## config.mk

```make
export PLATFORM = sky130hd
export DESIGN_NAME = lsm_clip
export DESIGN_NICKNAME = d
export VERILOG_FILES = /design/src/rtl/lsm_pkg.sv /design/src/rtl/lsm_clip.sv
export SDC_FILE = /design/constraint.sdc
export NUM_CORES = 1
export LEC_CHECK = 0
export ABC_CLOCK_PERIOD_IN_PS = 2950
export BUFFER_PORTS_ARGS = -buffer_cell sky130_fd_sc_hd__buf_4
export CAP_MARGIN = 20
export CORE_AREA = 2 2 86 88
export DETAILED_ROUTE_END_ITERATION = 6
export DIE_AREA = 0 0 88 90
export GPL_TIMING_DRIVEN = 0
export SLEW_MARGIN = 30
export SYNTH_ARGS = -nofsm -noshare
export SYNTH_HDL_FRONTEND = slang
export SYNTH_SLANG_ARGS = --single-unit
```

## constraint.sdc

```tcl
create_clock -name vclk -period 2.95
set_clock_uncertainty 0.1 [all_clocks]
set_input_delay 0.59 -clock vclk [all_inputs]
set_output_delay 0.59 -clock vclk [all_outputs]
set_load 0.02 [all_outputs]
```

## src/rtl/lsm_pkg.sv

```systemverilog
package lsm_pkg;

  // wide signed screen coordinate, room for a 16-bit sum
  typedef logic signed [17:0] coord_t;

  typedef struct packed {
    coord_t x0;
    coord_t y0;
    coord_t x1;
    coord_t y1;
  } rect_t;

  typedef struct packed {
    logic signed [15:0] x0;
    logic signed [15:0] y0;
    logic signed [15:0] x1;
    logic signed [15:0] y1;
  } srect_t;

  // per-layer geometry word
  typedef struct packed {
    logic signed [15:0] px;
    logic signed [15:0] py;
    logic [11:0]        w;
    logic [11:0]        r;
  } geo_t;

  localparam logic STATUS_DONE    = 1'b0;
  localparam logic STATUS_NO_FREE = 1'b1;

  function automatic coord_t ext_s(input logic signed [15:0] v);
    return coord_t'(v);
  endfunction

  function automatic coord_t ext_u(input logic [11:0] v);
    return coord_t'({1'b0, v});
  endfunction

  function automatic logic signed [15:0] sat16(input coord_t v);
    logic signed [15:0] res;
    if (v < -coord_t'(32768)) res = 16'sh8000;
    else if (v > coord_t'(32767)) res = 16'sh7fff;
    else res = v[15:0];
    return res;
  endfunction

endpackage

```

## src/rtl/lsm_clip.sv

```systemverilog
module lsm_clip (
  input  lsm_pkg::rect_t  rect,
  input  logic [11:0]     screen_w,
  input  logic [11:0]     screen_h,
  output lsm_pkg::srect_t clipped
);

  lsm_pkg::coord_t sw;
  lsm_pkg::coord_t sh;
  lsm_pkg::coord_t x0c;
  lsm_pkg::coord_t y0c;
  lsm_pkg::coord_t x1c;
  lsm_pkg::coord_t y1c;

  // clip to the screen, then saturate to 16 bits
  always_comb begin
    sw  = lsm_pkg::ext_u(screen_w);
    sh  = lsm_pkg::ext_u(screen_h);
    x0c = (rect.x0 < 0) ? '0 : rect.x0;
    y0c = (rect.y0 < 0) ? '0 : rect.y0;
    x1c = (rect.x1 > sw) ? sw : rect.x1;
    y1c = (rect.y1 > sh) ? sh : rect.y1;
    clipped.x0 = lsm_pkg::sat16(x0c);
    clipped.y0 = lsm_pkg::sat16(y0c);
    clipped.x1 = lsm_pkg::sat16(x1c);
    clipped.y1 = lsm_pkg::sat16(y1c);
  end

endmodule

```

Yosys cells after proc, flatten, opt, wreduce, memory -nomap -nowiden
Index checks and enable logic that the tools add are counted.
W data, S select, Z words.
Storage, ports and cells
  register bits after elaboration: 0
  input bits: 96
  word-level logic and storage cells: 24
Cells by class
  magnitude comparators: 12
  multiplexer cells: 12
Operators with widths (count)
  $mux W16: 8
  $gt A18 B16 Y1 const B: 4
  $lt A18 B16 Y1 const B: 4
  $mux W18: 4
  $gt A18 B13 Y1: 2
  $lt A18 B1 Y1 const B: 2

Longest topological paths before layout
  depth in word-level cells: 5
  depth in mapped cells: 8
  mapped depth without buffers: 7

Worst setup path before layout
Ideal clock, no wire load.
  path type: input port to output port
  from: in screen_w[5]
  to: out clipped[21] in the netlist's numbering
  arrival: 2.393 ns
  path slack: -0.133 ns
  stages on the path: 8
  path buffers: 1
  cell sequence: inv_1 ha_1 nand4_1 a211oi_2 a2111oi_4 a211oi_4 buf_6 mux2i_1
RTL lines
  from (decl): RTL line lsm_clip.sv:3  | input logic [11:0] screen_w,
  to (decl): RTL line lsm_clip.sv:5  | output lsm_pkg::srect_t clipped

==> results.sh <==
export IMPL_final_seq_area_um2=0
export IMPL_gp_congestion=0.7433
export IMPL_top_layer="met4"
export IMPL_grt_pass1_wl_mm=9.487
export IMPL_post_drt_via_cell_ratio=4.346
export IMPL_placed_cells=485
export IMPL_ir_drop_v=0.00006429
export IMPL_nets=523
export IMPL_holdPathStages=3
export IMPL_rows=31
export IMPL_syn_inst=227
export IMPL_violations="setup timing"
export IMPL_final_cell_mix="buf_4, nor2_1, buf_6"
export IMPL_grt_setup_unrepaired="true"
export IMPL_maxCapViolations=0
export IMPL_status="finished with violations"
export IMPL_grt_max_degree=11
export IMPL_area_growth_syn_to_layout_pct=131.3
export IMPL_seq_cell_count=0
export IMPL_worst_pin_slew_ns=0.7131
export IMPL_cp_required_ns=2.26
export IMPL_final_setup_tns_ns=-2.585
export IMPL_post_dp_hpwl_mm=4.849
export IMPL_dieWidth_um=88
export IMPL_drv_slew=0
export IMPL_grt_antenna_before_repair=0
export IMPL_fillers=667
export IMPL_synth_cell_types=25
export IMPL_finalCritPeriodShare=1.050
export IMPL_setup_violations_final=30
export IMPL_dr_wl_met3_um=444
export IMPL_ys_seq_area_frac=0
export IMPL_cp_start_kind="input pin"
export IMPL_post_route_drc_count=0
export IMPL_arrival_ns=2.41
export IMPL_grt_ovfl_total=0
export IMPL_holdCritStartpoint="rect[71]"
export IMPL_io_pins=160
export IMPL_p_leak_nw=1.696
export IMPL_coreArea_mm2=0.007020
export IMPL_die_area_mm2=0.007920
export IMPL_min_to="clipped[49]"
export IMPL_max_freq_mhz=322.9
export IMPL_hold_ws_ns=1.386
export IMPL_critical_path_class="in2out"
export IMPL_hold_viol_final=0
export IMPL_antenna_left=0
export IMPL_wirelength_mm=5.744
export IMPL_io_buffers=158
export IMPL_wire_per_inst_um=11.49
export IMPL_min_path_type="in2out"
export IMPL_dr_wl_met2_mm=3.025
export IMPL_critPathLaunch="screen_h[2]"
export IMPL_pre_cts_ws_ns=-0.4871
export IMPL_first_global_vias=2210
export IMPL_power_density_mw_per_mm2=168.1
export IMPL_critPathCaptureType="output port"
export IMPL_ctsHoldBuffers=0
export IMPL_layout_drive_gt1_share=0.6209
export IMPL_timing_final_ws_setup_ns=-0.1468
export IMPL_layout_commonest_cell="buf_4"
export IMPL_nClkBuffers=0
export IMPL_syn_avg_cell_area_um2=6.840
export IMPL_start_util=0.2212
export IMPL_fp_dieH_um=90
export IMPL_drt_iter0_drc=21
export IMPL_track_usage=0.1393
export IMPL_period_minus_slack_ns=3.097
export IMPL_ys_top_cells_by_area="ha_1, nor2_1, mux2i_1"
export IMPL_netlist_area_mm2=0.001553
export IMPL_final_cells=500
export IMPL_drt_met1_wl_mm=2.247
export IMPL_via_count=2173
export IMPL_yosysWarnings=0
export IMPL_synth_top_area_frac=0.1934
export IMPL_crit_fanout=5
export IMPL_diodes=0
export IMPL_maxSlewHeadroom=0.5203
export IMPL_yosysTopAreaCell="ha_1"
export IMPL_firstDrtPassIters=4
## stage by stage
step | area [um^2] | power, mW | util
after global routing | 3592 | 0.6548 | 0.5117
final | 3592 | 0.6038 | 0.5117
after global placement | 3123 | 0.5270 | 0.4448
after detailed placement | 3123 | 0.5313 | 0.4448
after CTS | 3571 | 0.6038 | 0.5086
after floorplan | 1813 | 0.2873 | -
## cell families (layout without fill, tap and decap cells)
family	count (synthesis)	count (layout)	share of synthesized area
AND/OR/NAND/NOR	114	114	0.3819
multiplexers	24	24	0.1563
other	1	2	0.002415
adder cells (fa/ha/maj)	24	24	0.1934
AO/OA/AOI/OAI	24	24	0.1547
buffers and inverters	40	213	0.1112
## what timing repair did
action                     4_1_cts  5_1_grt
setup endpoints to repair       30       30
pin swaps                       28        9
resized for setup               71        5
setup buffers                   14        0
cloned                           1        0
## worst max-delay path, stage by stage
cell and delay (ns):
buf_4 0.10, inv_4 0.04, ha_4 0.24, nand4_1 0.12, a211oi_2 0.30, a2111oi_4 0.07, a211oi_4 0.33, buf_6 0.22
mux2i_2 0.23, buf_4 0.17
## where the power goes
part / internal [mW] / switching [mW]
Combinational: 0.323 / 0.281
Clock: 0 / 0
Sequential: 0 / 0
## how the worst max path moves through the flow
stage | to | cells after the start
CTS | clipped[16] | 10
detailed placement | clipped[9] | 10
floorplan | clipped[5] | 8
finish | clipped[9] | 10
global route | clipped[5] | 10
global placement | clipped[11] | 10
## metal layers
layer / vias to the layer above / global-route usage
li1: 1096 / -
met2: 99 / 0.2708
met3: 2 / 0.01469
met4: 0 / 0.008974
met1: 976 / 0.1663
met5: - / 0
## layout make-up
| cell class | instances | area (um^2) | area share |
|---|---|---|---|
| tap | 99 | 123.9 | 0.03448 |
| inverter | 26 | 152.6 | 0.04249 |
| multi-input combinational | 188 | 1763 | 0.4908 |
| buffer | 14 | 83.83 | 0.02334 |
| timing repair buffer | 173 | 1469 | 0.4089 |
## cell usage after synthesis (all sizes together)
library cell	n
or3	2
or2	2
a21o	4
a2111oi	2
a21boi	2
mux2i	22
nand2	4
nor4	2
nor3b	6
nor2	64
mux2	2
o21ai	4
a211o	2
nand2b	28
clkbuf	10
conb	1
ha	24
inv	26
nand4	6
a211oi	4
a21oi	6
buf	4
Note: power is estimated with default switching activity, not from simulation.
